`config.mk`:
```
export PLATFORM = sky130hd
export DESIGN_NAME = weekly_window_motion_scheduler_flat
export DESIGN_NICKNAME = d
export VERILOG_FILES = /design/src/hdl/wwms_pkg.sv /design/src/hdl/wwms_if.sv /design/src/hdl/wwms_table.sv /design/src/hdl/wwms_seq.sv /design/src/hdl/weekly_window_motion_scheduler.sv /design/src/flat_wrapper.sv
export SDC_FILE = /design/constraint.sdc
export NUM_CORES = 1
export LEC_CHECK = 0
export CORE_MARGIN = 3
export CORE_UTILIZATION = 63
export CTS_CLUSTER_SIZE = 16
export DETAILED_ROUTE_END_ITERATION = 10
export DONT_BUFFER_PORTS = 1
export PLACE_DENSITY = 0.79
export SLEW_MARGIN = 10
export SYNTH_ARGS = -nofsm -noshare
export SYNTH_HDL_FRONTEND = slang
export SYNTH_SLANG_ARGS = --single-unit
```
`constraint.sdc`:
```
create_clock -name clock -period 7.4 [get_ports clock]
set_input_delay 0.74 -clock clock [delete_from_list [all_inputs] [get_ports clock]]
set_output_delay 0.74 -clock clock [all_outputs]
set_load 0.005 [all_outputs]
```
`src/hdl/wwms_pkg.sv`:
```
// Shared types and constants of the weekly window motion scheduler.
// No dependencies; every other file of the block imports this package.
package wwms_pkg;

   // Number of schedule entries and the derived index and counter widths.
   localparam int NUM_ENTRIES = 16;
   localparam int ENTRY_AW    = (NUM_ENTRIES > 1) ? $clog2(NUM_ENTRIES) : 1;
   localparam int CNT_W       = $clog2(NUM_ENTRIES + 1);

   // Fixed widths of the channel fields.
   localparam int MINUTE_W   = 11;
   localparam int INDEX_W    = 4;
   localparam int DAY_W      = 3;
   localparam int MASK_W     = 7;
   localparam int MKIND_W    = 3;
   localparam int MNUM_W     = 8;

   // Request kinds.
   localparam logic [1:0] KIND_TICK    = 2'd0;
   localparam logic [1:0] KIND_SET     = 2'd1;
   localparam logic [1:0] KIND_DISABLE = 2'd2;
   localparam logic [1:0] KIND_CLEAR   = 2'd3;

   // Response actions and status codes.
   localparam logic [1:0] ACT_NONE  = 2'd0;
   localparam logic [1:0] ACT_START = 2'd1;
   localparam logic [1:0] ACT_STOP  = 2'd2;

   localparam logic ST_OK     = 1'b0;
   localparam logic ST_REJECT = 1'b1;

   // Motion kind of a cleared entry and the last minute of a day.
   localparam logic [MKIND_W-1:0]  MKIND_CRUISE = 3'd3;
   localparam logic [MINUTE_W-1:0] DEFAULT_END  = 11'd1439;

   typedef struct packed {
      logic [1:0]          kind;
      logic [INDEX_W-1:0]  entry_index;
      logic [DAY_W-1:0]    day_of_week;
      logic [MINUTE_W-1:0] minute_of_day;
      logic [MINUTE_W-1:0] window_begin;
      logic [MINUTE_W-1:0] window_end;
      logic [MASK_W-1:0]   day_mask;
      logic [MKIND_W-1:0]  motion_kind;
      logic [MNUM_W-1:0]   motion_number;
      logic                entry_enable;
      logic                entry_valid;
   } req_type;

   typedef struct packed {
      logic [1:0]         action;
      logic [INDEX_W-1:0] event_entry;
      logic [MKIND_W-1:0] event_motion_kind;
      logic [MNUM_W-1:0]  event_motion_number;
      logic               status;
      logic               last;
   } rsp_type;

   // One stored schedule entry, 42 bits.
   typedef struct packed {
      logic [MINUTE_W-1:0] win_first;
      logic [MINUTE_W-1:0] win_last;
      logic [MASK_W-1:0]   day_mask;
      logic [MKIND_W-1:0]  mkind;
      logic [MNUM_W-1:0]   mnum;
      logic                enable;
      logic                valid;
   } entry_type;

   localparam entry_type ENTRY_DEFAULT = '{
      win_first: '0,
      win_last:  DEFAULT_END,
      day_mask:  '0,
      mkind:     MKIND_CRUISE,
      mnum:      '0,
      enable:    1'b0,
      valid:     1'b0
   };

   // Read and write command for the entry table.
   typedef struct packed {
      logic                rd_en;
      logic [ENTRY_AW-1:0] rd_addr;
      logic                wr_en;
      logic [ENTRY_AW-1:0] wr_addr;
      entry_type           wr_data;
   } tbl_cmd_type;

endpackage

```
`src/hdl/wwms_if.sv`:
```
// Valid/ready channel interfaces for the request and response sides.
// Depends on wwms_pkg for the payload types.
interface wwms_req_if;
   import wwms_pkg::*;

   logic    valid;
   logic    ready;
   req_type data;

   modport source (output valid, output data, input ready);
   modport sink   (input valid, input data, output ready);
endinterface

interface wwms_rsp_if;
   import wwms_pkg::*;

   logic    valid;
   logic    ready;
   rsp_type data;

   modport source (output valid, output data, input ready);
   modport sink   (input valid, input data, output ready);
endinterface

```
`src/hdl/wwms_table.sv`:
```
// Entry table: one synchronous memory with a registered read port.
// Depends on wwms_pkg. Entries never written since reset read as defaults.
module wwms_table (
   input  logic                      clock,
   input  logic                      reset,
   input  wwms_pkg::tbl_cmd_type     cmd,
   output wwms_pkg::entry_type       rd_data
);
   import wwms_pkg::*;

   entry_type              mem_ff [NUM_ENTRIES];
   logic [NUM_ENTRIES-1:0] init_ff;
   logic [NUM_ENTRIES-1:0] init_in;
   entry_type              rdq_ff;
   logic                   rd_init_ff;

   always_comb begin
      init_in = init_ff;
      if (cmd.wr_en) begin
         init_in[cmd.wr_addr] = 1'b1;
      end
   end

   always_ff @(posedge clock) begin
      if (reset) begin
         init_ff <= '0;
      end else begin
         init_ff <= init_in;
      end
   end

   always_ff @(posedge clock) begin
      if (cmd.wr_en) begin
         mem_ff[cmd.wr_addr] <= cmd.wr_data;
      end
      if (cmd.rd_en) begin
         rdq_ff     <= mem_ff[cmd.rd_addr];
         rd_init_ff <= init_ff[cmd.rd_addr];
      end
   end

   assign rd_data = rd_init_ff ? rdq_ff : ENTRY_DEFAULT;

endmodule

```
`src/hdl/wwms_seq.sv`:
```
// Sequencer: accepts requests, walks the entry table on a tick, edits entries,
// keeps the running flags and drives the response register. Uses wwms_pkg.
module wwms_seq (
   input  logic                  clock,
   input  logic                  reset,
   wwms_req_if.sink              req_bus,
   wwms_rsp_if.source            rsp_bus,
   output wwms_pkg::tbl_cmd_type tbl_cmd,
   input  wwms_pkg::entry_type   rd_data
);
   import wwms_pkg::*;

   typedef enum logic [3:0] {
      S_IDLE = 4'b0001,
      S_EDIT = 4'b0010,
      S_WALK = 4'b0100,
      S_DONE = 4'b1000
   } state_type;

   state_type              state_ff, state_in;
   req_type                req_ff, req_in;
   logic [CNT_W-1:0]       cnt_ff, cnt_in;
   logic                   e_vld_ff, e_vld_in;
   logic [ENTRY_AW-1:0]    e_idx_ff, e_idx_in;
   logic [NUM_ENTRIES-1:0] run_ff, run_in;
   logic                   pend_vld_ff, pend_vld_in;
   rsp_type                pend_ff, pend_in;
   logic                   out_vld_ff, out_vld_in;
   rsp_type                out_ff, out_in;

   logic                   accept;
   logic                   out_free;
   logic [MASK_W:0]        mask_ext;
   logic                   active;
   logic                   run_bit;
   logic                   evt;
   logic                   can_go;
   logic                   advance;
   logic                   more;
   logic                   idx_ok;
   logic                   reject;
   rsp_type                evt_rsp;
   rsp_type                none_rsp;

   assign accept   = req_bus.valid && req_bus.ready;
   assign out_free = !out_vld_ff || rsp_bus.ready;

   assign req_bus.ready = (state_ff == S_IDLE);
   assign rsp_bus.valid = out_vld_ff;
   assign rsp_bus.data  = out_ff;

   // Match of the entry in the evaluate stage against the tick.
   assign mask_ext = {1'b0, rd_data.day_mask};
   assign active   = rd_data.valid && rd_data.enable
                     && mask_ext[req_ff.day_of_week]
                     && (rd_data.win_first <= req_ff.minute_of_day)
                     && (rd_data.win_last >= req_ff.minute_of_day);
   assign run_bit  = run_ff[e_idx_ff];
   assign evt      = e_vld_ff && (active != run_bit);
   assign can_go   = !pend_vld_ff || out_free;
   assign advance  = !evt || can_go;
   assign more     = (cnt_ff < CNT_W'(NUM_ENTRIES));
   assign idx_ok   = (int'(req_ff.entry_index) < NUM_ENTRIES);
   assign reject   = (req_ff.window_begin >= req_ff.window_end);

   always_comb begin
      evt_rsp                     = '0;
      evt_rsp.action              = active ? ACT_START : ACT_STOP;
      evt_rsp.event_entry         = INDEX_W'(e_idx_ff);
      evt_rsp.event_motion_kind   = rd_data.mkind;
      evt_rsp.event_motion_number = rd_data.mnum;
      evt_rsp.status              = ST_OK;
      none_rsp                    = '0;
      none_rsp.action             = ACT_NONE;
      none_rsp.status             = ST_OK;
      none_rsp.last               = 1'b1;
   end

   always_comb begin
      state_in    = state_ff;
      req_in      = req_ff;
      cnt_in      = cnt_ff;
      e_vld_in    = e_vld_ff;
      e_idx_in    = e_idx_ff;
      run_in      = run_ff;
      pend_vld_in = pend_vld_ff;
      pend_in     = pend_ff;
      out_vld_in  = out_vld_ff && !rsp_bus.ready;
      out_in      = out_ff;
      tbl_cmd     = '0;

      unique case (state_ff)
         S_IDLE: begin
            if (accept) begin
               req_in = req_bus.data;
               if (req_bus.data.kind == KIND_TICK) begin
                  cnt_in   = '0;
                  e_vld_in = 1'b0;
                  state_in = S_WALK;
               end else begin
                  tbl_cmd.rd_en   = 1'b1;
                  tbl_cmd.rd_addr = ENTRY_AW'(req_bus.data.entry_index);
                  state_in        = S_EDIT;
               end
            end
         end

         S_EDIT: begin
            if (out_free) begin
               out_vld_in      = 1'b1;
               out_in          = none_rsp;
               tbl_cmd.wr_addr = ENTRY_AW'(req_ff.entry_index);
               state_in        = S_IDLE;
               if (idx_ok) begin
                  unique case (req_ff.kind)
                     KIND_SET: begin
                        if (reject) begin
                           out_in.status = ST_REJECT;
                        end else begin
                           if (req_ff.entry_valid) begin
                              if (req_ff.entry_enable) begin
                                 run_in = '0;
                              end else if (rd_data.enable) begin
                                 out_in.action              = ACT_STOP;
                                 out_in.event_entry         = req_ff.entry_index;
                                 out_in.event_motion_kind   = rd_data.mkind;
                                 out_in.event_motion_number = rd_data.mnum;
                              end
                           end
                           tbl_cmd.wr_en             = 1'b1;
                           tbl_cmd.wr_data.win_first = req_ff.window_begin;
                           tbl_cmd.wr_data.win_last  = req_ff.window_end;
                           tbl_cmd.wr_data.day_mask  = req_ff.day_mask;
                           tbl_cmd.wr_data.mkind     = req_ff.motion_kind;
                           tbl_cmd.wr_data.mnum      = req_ff.motion_number;
                           tbl_cmd.wr_data.enable    = req_ff.entry_enable;
                           tbl_cmd.wr_data.valid     = req_ff.entry_valid;
                        end
                     end
                     KIND_DISABLE: begin
                        if (rd_data.valid) begin
                           tbl_cmd.wr_en          = 1'b1;
                           tbl_cmd.wr_data        = rd_data;
                           tbl_cmd.wr_data.enable = 1'b0;
                        end
                     end
                     KIND_CLEAR: begin
                        tbl_cmd.wr_en   = 1'b1;
                        tbl_cmd.wr_data = ENTRY_DEFAULT;
                     end
                     default: begin
                     end
                  endcase
               end
            end
         end

         S_WALK: begin
            // Evaluate stage: an event goes to the holding register, pushing
            // the one held before into the response register.
            if (evt && can_go) begin
               run_in[e_idx_ff] = active;
               pend_vld_in      = 1'b1;
               pend_in          = evt_rsp;
               if (pend_vld_ff) begin
                  out_vld_in = 1'b1;
                  out_in     = pend_ff;
               end
            end
            // Read stage: the next entry is read once the evaluate stage moves.
            if (advance) begin
               if (more) begin
                  tbl_cmd.rd_en   = 1'b1;
                  tbl_cmd.rd_addr = cnt_ff[ENTRY_AW-1:0];
                  e_idx_in        = cnt_ff[ENTRY_AW-1:0];
                  e_vld_in        = 1'b1;
                  cnt_in          = cnt_ff + CNT_W'(1);
               end else begin
                  e_vld_in = 1'b0;
               end
            end
            if (!e_vld_ff && !more) begin
               state_in = S_DONE;
            end
         end

         S_DONE: begin
            if (out_free) begin
               out_vld_in  = 1'b1;
               out_in      = none_rsp;
               if (pend_vld_ff) begin
                  out_in      = pend_ff;
                  out_in.last = 1'b1;
               end
               pend_vld_in = 1'b0;
               state_in    = S_IDLE;
            end
         end

         default: begin
            state_in = S_IDLE;
         end
      endcase
   end

   always_ff @(posedge clock) begin
      if (reset) begin
         state_ff    <= S_IDLE;
         cnt_ff      <= '0;
         e_vld_ff    <= 1'b0;
         run_ff      <= '0;
         pend_vld_ff <= 1'b0;
         out_vld_ff  <= 1'b0;
      end else begin
         state_ff    <= state_in;
         cnt_ff      <= cnt_in;
         e_vld_ff    <= e_vld_in;
         run_ff      <= run_in;
         pend_vld_ff <= pend_vld_in;
         out_vld_ff  <= out_vld_in;
      end
   end

   always_ff @(posedge clock) begin
      req_ff   <= req_in;
      e_idx_ff <= e_idx_in;
      pend_ff  <= pend_in;
      out_ff   <= out_in;
   end

`ifndef NO_ASSERTIONS
   // The table is never written while a tick walks it.
   a_no_write_in_walk: assert property (@(posedge clock) disable iff (reset)
      (state_ff == S_WALK) |-> !tbl_cmd.wr_en)
      else $error("table written during tick walk");

   // A response that is not the final one can only come from a tick.
   a_inner_from_tick: assert property (@(posedge clock) disable iff (reset)
      (out_vld_ff && !out_ff.last) |-> (req_ff.kind == KIND_TICK))
      else $error("non-final response outside a tick");

   // The holding register is empty whenever the block waits for a request.
   a_pend_empty_idle: assert property (@(posedge clock) disable iff (reset)
      (state_ff == S_IDLE) |-> !pend_vld_ff)
      else $error("held event left over after a request");

   // Closing a tick always presents a final response on the next cycle.
   a_done_last: assert property (@(posedge clock) disable iff (reset)
      (state_ff == S_DONE && out_free) |=> (out_vld_ff && out_ff.last))
      else $error("tick closed without a final response");
`endif

endmodule

```
`src/hdl/weekly_window_motion_scheduler.sv`:
```
// Top level of the weekly window motion scheduler.
// Depends on wwms_pkg, the interfaces in wwms_if, wwms_table and wwms_seq.
//
//   channel   modport        handshake       payload
//   req_bus   wwms_req_if    valid / ready   req_type: tick, set, disable, clear
//   rsp_bus   wwms_rsp_if    valid / ready   rsp_type: action, entry, motion, status, last
//
// A request is taken only while the block is idle; one request is handled at a time.
// A set, disable or clear first reads the addressed entry from the table memory, then,
// once the response side is free, writes back any change and loads the single response.
// A tick walks the table memory one entry per cycle through its registered read port
// while the response side keeps up.
// Reset (synchronous, active high) clears the running flags and marks every entry as
// unwritten, so it reads as the default entry at once; no clearing pass is needed.
// When the response side stalls, the walk holds on the entry in its evaluate stage.
module weekly_window_motion_scheduler (
   input logic        clock,
   input logic        reset,
   wwms_req_if.sink   req_bus,
   wwms_rsp_if.source rsp_bus
);
   import wwms_pkg::*;

   tbl_cmd_type tbl_cmd;
   entry_type   rd_data;

   // The schedule table: begin and end minute, weekday mask, motion and the
   // enable and valid bits of every entry, in one memory.
   wwms_table u_table (
      .clock   (clock),
      .reset   (reset),
      .cmd     (tbl_cmd),
      .rd_data (rd_data)
   );

   // The sequencer owns the running flags. On a tick it holds back the newest
   // event in a holding register so that the final event of the walk can carry
   // the last mark; a tick without events answers with a single no-event response.
   // Edits are read-modify-write on one entry, and because requests are taken
   // one at a time a read never overlaps a write of the same entry.
   wwms_seq u_seq (
      .clock   (clock),
      .reset   (reset),
      .req_bus (req_bus),
      .rsp_bus (rsp_bus),
      .tbl_cmd (tbl_cmd),
      .rd_data (rd_data)
   );

endmodule

```
`src/flat_wrapper.sv`:
```
// flat-port wrapper written by rule: the top's interface ports become plain ports
module weekly_window_motion_scheduler_flat import wwms_pkg::*;
  (clock, reset, req_bus_valid, req_bus_data, req_bus_ready, rsp_bus_valid, rsp_bus_data, rsp_bus_ready);
  wwms_req_if req_bus_i ();
  wwms_rsp_if rsp_bus_i ();
  input logic clock;
  input logic reset;
  input wire logic [$bits(req_bus_i.valid)-1:0] req_bus_valid;
  input wire logic [$bits(req_bus_i.data)-1:0] req_bus_data;
  output wire logic [$bits(req_bus_i.ready)-1:0] req_bus_ready;
  output wire logic [$bits(rsp_bus_i.valid)-1:0] rsp_bus_valid;
  output wire logic [$bits(rsp_bus_i.data)-1:0] rsp_bus_data;
  input wire logic [$bits(rsp_bus_i.ready)-1:0] rsp_bus_ready;
  assign req_bus_i.valid = req_bus_valid;
  assign req_bus_i.data = req_bus_data;
  assign req_bus_ready = req_bus_i.ready;
  assign rsp_bus_valid = rsp_bus_i.valid;
  assign rsp_bus_data = rsp_bus_i.data;
  assign rsp_bus_i.ready = rsp_bus_ready;
  weekly_window_motion_scheduler u_core (.clock(clock), .reset(reset), .req_bus(req_bus_i), .rsp_bus(rsp_bus_i));
endmodule
```
==> run summary, run 1 <==
Headroom to the max-slew limit came out at ~20%. For this run, the top clock speed supported by timing is approximately 170 MHz. The count of buffers added on input and output ports is 0. The top-level I/O count came out at 87. The net count of the finished layout came out at around 2700. The total power came out at between 10 and 15 mW. The overall global routing resource usage came out at around 31%. The number of global-route vias before repair was around 22000. Dividing the final minimum period by the clock period gives between 70% and 80%. The critical path is of the reg -> reg type. Compared with the post-synthesis result, the final layout area differs by 10.2%. Including well taps, the total number of placed cells is around 3200. The total setup violations reported at the end of the flow came out at 0. The number of remaining DRC errors came out at 0. The total overflow reported by the global router is 0. Once placement finished, the instance area stood at between 30000 and 40000 µm². For this design the ratio of total power to cell area is ~280 nW/µm².

The clock sink count came out at approximately 860. Once detail routing completed, the nets flagged for antenna violations numbered 0. The clock latency on the worst-skew pair is roughly 0.64 ns. Across all register-to-register paths, the minimum setup slack is between 1.5 and 2 ns. The die covers around 58000 µm². The number of buffers created by CTS came out at between 80 and 90. The min-delay analysis places its worst path in the category in -> reg.

The post-synthesis async set-or-reset flop share came out at 0%. The number of DRC markers in iteration 0 is between 3000 and 4000. The wire length after detailed routing is between 80 and 90 mm. The root cell of the clock tree is sky130_fd_sc_hd__clkbuf_16. The synthesized area came out at 34800 µm². The H-tree generated during clock tree synthesis spans 3 levels. The worst setup slack after placement is between 1 and 1.5 ns. The setup slack of the critical path after layout is roughly 1.6 ns. Subtracting the final worst setup slack from the clock period gives approximately 5.8 ns. The largest driver fanout on the critical path is 29. The post-DP HPWL is 48.5 mm. The number of rows created at floorplan is 85. STA classifies the critical path endpoint as a flop.

Once the floorplan was initialized, standard cells occupied approximately 64% of the core. The max-slew violation count came to 0. The post-route non-filler standard cell count is approximately 3400. The flow ran to the end, and the final reports show no timing, DRC or antenna violations. Yosys mapped the design onto 71 distinct sky130hd cell types. For the worst setup path, the data required time is around 7.8 ns. The global placer's final weighted congestion came out at about 0.90. The synthesized design contains approximately 820 enable-type register cells. Across the run, the number of max-cap violations was 0. The number of nets in the synthesized netlist is approximately 2700. The most numerous cell in the Yosys netlist is sky130_fd_sc_hd__edfxtp_1.

TritonCTS built the clock tree. The final core utilization came out at between 70% and 80%. The wire length of the first global-routing pass came out at ~130 mm.

Counting flops and latches in the post-synthesis netlist gives roughly 860. The final design area excluding fillers came out at roughly 38000 µm². The number of synthesis warnings is 0. The worst clock skew on the final layout is ~0.022 ns.

The cell leakage power came out at around 13 nW. The total negative slack is 0 ns. The final routed wire length divided by cell count is ~27 µm.

The maximum clock insertion buffer count came out at 3. The peak supply drop came out at about 230 µV. The portion of the post-synthesis area used by sequential elements is approximately three quarters. The core outline area is ~54000 µm².

Dividing the detail-routed via count by the number of cells gives slightly below 7. The height of the die came out at ~240 µm. The worst hold-check slack is 0.172 ns. After synthesis, the cell types taking the most area are sky130_fd_sc_hd__edfxtp_1, sky130_fd_sc_hd__nand2_1, sky130_fd_sc_hd__a21oi_1. The fraction of layout instances using a drive strength above 1 is a little under a tenth. The final-report hold violation count came out at 0. The number of antenna violations at the first check in global routing came to 1.

After clock tree synthesis, the setup repair step added 0 buffers. Summed over all instances, the cell type with the most area after synthesis is sky130_fd_sc_hd__edfxtp_1. The antenna diode instance count came out at 0. The x dimension of the die came out at between 200 and 250 µm. The most used flip-flop cell after synthesis is sky130_fd_sc_hd__edfxtp_1.

The synthesized area divided by synthesized cell count is around 13 µm². Clock-pin slew was measured on the worst setup and hold paths at ~0.060 ns. The worst setup path is launched from a flop. The pin count of the biggest net entering global routing came out at 192. The number of hold buffers added after CTS came out at 0. Counting instances in the post-synthesis netlist gives the leading cell types as sky130_fd_sc_hd__edfxtp_1, sky130_fd_sc_hd__nand2_1, sky130_fd_sc_hd__a21oi_1. Synthesis produced around 2600 cells.

The measured slew at the worst slew-check pin is approximately 1.2 ns. The number of vias after detailed routing is about 23000. The data arrival time at the worst-slack endpoint is ~6.2 ns. Setup repair after global routing left no endpoint under its margin. Post-CTS repair changed the size of 0 cells. The first TritonRoute pass finished after 6 iterations. After synthesis, the largest area contributor takes up between 70 and 80% of total cell area.
layer usage:
metal / global-route usage, % / share of wire, % / wire (µm) / vias up
met3: 7.76 / 13 / 11600 / 292
li1: - / - / - / 9705
met2: 47.4 / 46 / 41300 / 1664
met1: 43.1 / 37 / 32900 / 10988
met4: 13.4 / 4.5 / 4010 / 2
met5: 0 / 0.014 / 13 / -
critical path: stages, from the launching register on:
cell	delay (ns)
sky130_fd_sc_hd__edfxtp_1	0.66
sky130_fd_sc_hd__buf_16	0.28
sky130_fd_sc_hd__and2_1	0.15
sky130_fd_sc_hd__ha_1	0.30
sky130_fd_sc_hd__a21oi_1	0.14
sky130_fd_sc_hd__o21ai_0	0.12
sky130_fd_sc_hd__a2111oi_2	0.50
sky130_fd_sc_hd__o221ai_4	0.27
sky130_fd_sc_hd__mux2i_4	0.42
sky130_fd_sc_hd__and2_4	0.32
sky130_fd_sc_hd__a22o_4	0.55
sky130_fd_sc_hd__nand2_1	0.76
sky130_fd_sc_hd__buf_4	0.51
sky130_fd_sc_hd__o311ai_0	0.50
registers in the layout, indices dropped and copies added (netlist names):
| signal | count |
|---|---|
| u_core.u_seq.rsp_bus.valid | 1 |
| u_core.u_table.mem_ff | 672 |
| u_core.u_seq.req_ff | 62 |
| u_core.u_seq.pend_ff | 17 |
| u_core.u_table.init_ff | 16 |
| u_core.u_seq.e_idx_ff | 4 |
| u_core.u_seq.run_ff | 16 |
| u_core.u_seq.cnt_ff | 5 |
| u_core.u_seq.rsp_bus.data | 19 |
| u_core.u_seq.e_vld_ff | 1 |
| u_core.u_table.rd_init_ff | 1 |
| u_core.u_seq.pend_vld_ff | 1 |
| u_core.u_table.rdq_ff | 42 |
| u_core.u_seq.state_ff | 4 |
power breakdown:
group          internal, mW  leakage, nW  switching, mW  total [mW]
Clock                  2.66         1.39           1.78        4.44
Combinational         0.206         3.67          0.465       0.671
Sequential             5.37         8.36         0.0910        5.47
Total                  8.24         13.4           2.34        10.6
kinds of logic after synthesis:
logic type / after synthesis / share of synthesized area [%]
AO/OA/AOI/OAI: 471 / 9.25
XOR/XNOR: 3 / 0.0755
adder cells (fa/ha/maj): 34 / 1.22
buffers and inverters: 192 / 2.54
flip-flops: 861 / 73.0
multiplexers: 17 / 0.705
AND/OR/NAND/NOR: 1055 / 13.2
final timing paths:
check / depth (start not counted) / from / to
worst min register to register: 2 / u_core.u_seq.run_ff[7] / u_core.u_seq.run_ff[7]
worst max register to register: 13 / u_core.u_table.rd_init_ff / u_core.u_table.rdq_ff[19]
worst max-delay path: 13 / u_core.u_table.rd_init_ff / u_core.u_table.rdq_ff[19]
worst min-delay path: 1 / reset / u_core.u_seq.run_ff[2]
area by class of cell:
type | instances | area [µm²]
clock inverter | 46 | 641
multi-input combinational | 1580 | 8690
tap | 696 | 871
fill | 3361 | 15900
clock buffer | 108 | 2220
inverter | 27 | 101
timing repair buffer | 46 | 415
sequential | 861 | 25400
cell usage in the layout, fill, tap and decap left out, types with 34 or more instances in the layout:
| master | netlist | layout |
|---|---|---|
| sky130_fd_sc_hd__nand2_1 | 679 | 679 |
| sky130_fd_sc_hd__a31oi_1 | 43 | 43 |
| sky130_fd_sc_hd__nand3_1 | 149 | 149 |
| sky130_fd_sc_hd__nand4_1 | 40 | 40 |
| sky130_fd_sc_hd__edfxtp_1 | 817 | 817 |
| sky130_fd_sc_hd__a21oi_1 | 223 | 222 |
| sky130_fd_sc_hd__a22oi_1 | 41 | 41 |
| sky130_fd_sc_hd__clkbuf_16 | 0 | 84 |
| sky130_fd_sc_hd__ha_1 | 34 | 34 |
| sky130_fd_sc_hd__buf_4 | 7 | 41 |
| sky130_fd_sc_hd__nor2_1 | 67 | 65 |
| sky130_fd_sc_hd__dfxtp_1 | 44 | 44 |
Note: power is estimated with default switching activity, not from simulation.
==> inputs of run 2 (changes only) <==
- ABC_AREA: unset -> 1
- CORE_UTILIZATION: 63 -> 58
- PLACE_DENSITY: 0.79 -> 0.76
- clock period: 7.4 -> 5.1 ns (I/O delays scaled with it)
==> run summary, run 2 <==
Run status: complete, no violations (unchanged). The wire length after detailed routing is 101 mm (was 89.8 mm). The total overflow reported by the global router was 0 (unchanged). The core outline area came out at 65000 µm² (was 54200 µm²). The synthesized area is 38400 µm² (was 34800 µm²). The total power was 15.5 mW (was 10.6 mW). The synthesized area divided by synthesized cell count came out at 10.5 µm² (was 13.2 µm²). The areal power density over the cells was 363 nW/µm² (was 276 nW/µm²). The starting density of the core came out at 59.1% (was 64.2%). The global placer's final weighted congestion is 0.872 (was 0.903). The detailed-router iteration count before antenna repair came out at 7 (was 6).

The total negative slack came out at 0 ns (unchanged). Cell types with the highest counts after synthesis: sky130_fd_sc_hd__nand3_1, sky130_fd_sc_hd__edfxtp_1, sky130_fd_sc_hd__nand2_1 (was sky130_fd_sc_hd__edfxtp_1, sky130_fd_sc_hd__nand2_1, sky130_fd_sc_hd__a21oi_1). The area enclosed by the die boundary is 69400 µm² (was 58100 µm²).

The final routed wire length divided by cell count is 22.0 µm (was 26.7 µm). The peak supply drop came out at 230 µV (was 235 µV). The final critical path time including I/O delays and setup came out at 4.13 ns (was 5.76 ns). The x dimension of the die is 263 µm (was 241 µm).

The antenna diode instance count came to 0 (unchanged). The top-level I/O count came out at 87 (unchanged). The number of rows created at floorplan came to 93 (was 85). The clock transition at the registers of the reported paths was 0.06 ns (about the same). The clock sink count is 861 (unchanged). The instance count of the mapped netlist came to 3658 (was 2633). The overall global routing resource usage is 28.6% (was 31.0%). The post-DP HPWL was 52.0 mm (was 48.5 mm). The global routing met2 resource utilization is 46.7% (was 47.4%). The number of global-route vias before repair came out at 26032 (was 21719).

RSZ-0062 raised after global routing: false (unchanged). The register bank with the most flops is u_core.u_table.mem_ff (unchanged). The root cell of the clock tree is sky130_fd_sc_hd__clkbuf_16 (unchanged). The final-report hold violation count was 0 (unchanged). The data arrival time at the worst-slack endpoint came out at 4.52 ns (was 6.15 ns). Registers with the most flip-flops: u_core.u_table.mem_ff (672), u_core.u_seq.req_ff (62), u_core.u_table.rdq_ff (42) (unchanged). The net count of the finished layout came to 3752 (was 2698). The max-cap check violation count came out at 0 (unchanged).

The type of the worst setup path is reg -> reg (unchanged). The most common flop cell mapped by yosys is sky130_fd_sc_hd__edfxtp_1 (unchanged). The max-slew violation count is 0 (unchanged). The required arrival time at the worst endpoint came out at 5.49 ns (was 7.79 ns). The count of buffers added by post-CTS timing repair for setup is 0 (unchanged). The remaining max-slew budget at the tightest pin came out at 15.4% (was 19.9%). The net count of the mapped netlist is 3758 (was 2733).

The post-synthesis async set-or-reset flop share is 0% (unchanged). The antenna violation net count after detailed routing is 0 (unchanged). The number of synthesis warnings came to 0 (unchanged). The total setup violations reported at the end of the flow was 0 (unchanged). The unique cell type count in the Yosys netlist is 36 (was 71). The number of vias after detailed routing came out at 27157 (was 22651). The type of the tightest min-delay check is in -> reg (unchanged). The count of H-tree levels built during CTS came to 3 (unchanged). The count of port buffers added during placement was 0 (unchanged).

The ratio of final minimum period to clock period came to 81.1% (was 77.9%). The register bit total from synthesis is 861 (unchanged). The portion of the post-synthesis area used by sequential elements is 66.1% (was 73.0%).

The cell leakage power came out at 17.4 nW (was 13.4 nW). The clock latency on the worst-skew pair was 0.64 ns (about the same). The wire length of the first global-routing pass came to 153 mm (was 133 mm). The area growth from synthesis to final layout is 11.3% (was 10.2%). The maximum clock insertion buffer count is 3 (unchanged). The number of antenna violations at the first check in global routing came out at 0 (was 1). The fraction of met1 tracks used by global routing came out at 38.2% (was 43.1%).

The pin count of the biggest net entering global routing is 178 (was 192). The measured slew at the worst slew-check pin is 1.26 ns (was 1.20 ns). The number of enable-type register cells in the synthesized netlist is 817 (unchanged). The most numerous cell in the Yosys netlist is sky130_fd_sc_hd__nand3_1 (was sky130_fd_sc_hd__edfxtp_1). The detailed-route vias per instance came out at 5.94 (was 6.73). The number of DRC markers in iteration 0 came out at 3897 (was 3584). The highest clock rate came out at 242 MHz (was 174 MHz). The sort of element at the start of the critical path was a flop (unchanged).

The fraction of synthesized cell area taken by the top area cell type is 63.9% (was 70.5%). The number of remaining DRC errors was 0 (unchanged). The clock tree from TritonCTS is built (unchanged).

The type of destination of the critical path is a flop (unchanged). The met3 track demand over resource in global routing came out at 4.95% (was 7.76%). The fraction of layout instances using a drive strength above 1 is 5.95% (was 9.33%).

The most common cell after layout, fill and taps aside was sky130_fd_sc_hd__nand3_1 (was sky130_fd_sc_hd__edfxtp_1). The worst clock skew on the final layout is 0.0274 ns (was 0.0217 ns). The number of buffers created by CTS is 86 (was 82). The most utilized layer in the global route result is met2 (unchanged). The cell type with the largest total area after synthesis is sky130_fd_sc_hd__edfxtp_1 (unchanged). The height of the die came out at 263 µm (was 241 µm). Most area-consuming cells after synthesis: sky130_fd_sc_hd__edfxtp_1, sky130_fd_sc_hd__nand3_1, sky130_fd_sc_hd__nand2_1 (was sky130_fd_sc_hd__edfxtp_1, sky130_fd_sc_hd__nand2_1, sky130_fd_sc_hd__a21oi_1). The number of flip-flops in the largest register came out at 672 (unchanged). Most frequent cells in the layout: sky130_fd_sc_hd__nand3_1, sky130_fd_sc_hd__edfxtp_1, sky130_fd_sc_hd__nand2_1 (was sky130_fd_sc_hd__edfxtp_1, sky130_fd_sc_hd__nand2_1, sky130_fd_sc_hd__a21oi_1). The largest driver fanout on the critical path came to 36 (was 29).
[run 2: final timing paths]
path                              from                         to  slack [ns]  cells after the start
max          u_core.u_table.rd_init_ff  u_core.u_table.rdq_ff[39]        0.97                     20
max reg2reg  u_core.u_table.rd_init_ff  u_core.u_table.rdq_ff[39]        0.97                     20
min reg2reg  u_core.u_table.init_ff[4]  u_core.u_table.init_ff[4]        0.46                      1
min                      rsp_bus_ready   u_core.u_seq.state_ff[1]        0.17                      3
[run 2: kinds of logic after synthesis]
kind of cell	count (synthesis)	share of synthesized area, %
and+or+nand+nor	1757	21.6
DFF	861	66.1
buffers and inverters	860	8.89
AOI/OAI and AO/OA	144	2.25
adders and majority gates	34	1.11
xor gates and xnor gates	2	0.0456
[run 2: stage by stage]
step / cell area, µm² / std cells / hold slack [ns] / setup WS (ns) / utilization (%)
floorplan: 38400 / 3658 / 0.421 / 1.06 / -
global placement: 39400 / 4354 / 0.438 / 1.08 / 60.6
detailed placement: 39400 / 4354 / 0.445 / 1.04 / 60.6
CTS: 42700 / 4570 / 0.133 / 1.00 / 65.7
global route: 42800 / 4572 / 0.191 / 0.695 / 65.8
finish: 42800 / 4572 / 0.175 / 0.966 / 65.8
[run 2: what timing repair did]
action	in CTS	in global routing
gates resized for setup	0	0
hold buffers	63	0
hold endpoints to repair	89	0
[run 2: cell type report]
class	count	area, µm²
Timing Repair Buffer	121	1400
Inverter	645	2430
Tap cell	855	1070
Sequential cell	861	25400
Clock inverter	44	353
Multi-Input combinational cell	1937	9800
Clock buffer	109	2310
Fill cell	4611	22300
[run 2: per-layer routing]
layer | vias to the layer above | share of wire (%)
li1 | 12301 | -
met1 | 12928 | 37
met2 | 1648 | 48
met3 | 280 | 11
met4 | 0 | 3.8
met5 | - | 0
[run 2: power by group]
group | internal, mW | switching [mW]
logic | 0.434 | 1.09
clock network | 3.45 | 2.61
registers | 7.86 | 0.0980
total | 11.7 | 3.80
[run 2: worst max-delay path: stages (launching register included)]
cell                       delay [ns]
sky130_fd_sc_hd__edfxtp_1        0.33
sky130_fd_sc_hd__buf_4           0.39
sky130_fd_sc_hd__inv_1           0.18
sky130_fd_sc_hd__nor2_1          0.26
sky130_fd_sc_hd__ha_1            0.29
sky130_fd_sc_hd__nand3_1         0.07
sky130_fd_sc_hd__nand3b_1        0.10
sky130_fd_sc_hd__nand2_1         0.05
sky130_fd_sc_hd__nor2_1          0.21
sky130_fd_sc_hd__nor2_1          0.10
sky130_fd_sc_hd__nand2_1         0.14
sky130_fd_sc_hd__nand2_1         0.10
sky130_fd_sc_hd__nand4_2         0.12
sky130_fd_sc_hd__nand3_4         0.16
sky130_fd_sc_hd__nand2_4         0.37
sky130_fd_sc_hd__buf_4           0.48
sky130_fd_sc_hd__nand2_1         0.09
sky130_fd_sc_hd__nand3_1         0.13
sky130_fd_sc_hd__nand3_1         0.11
sky130_fd_sc_hd__nand3_1         0.14
sky130_fd_sc_hd__nand2_1         0.07
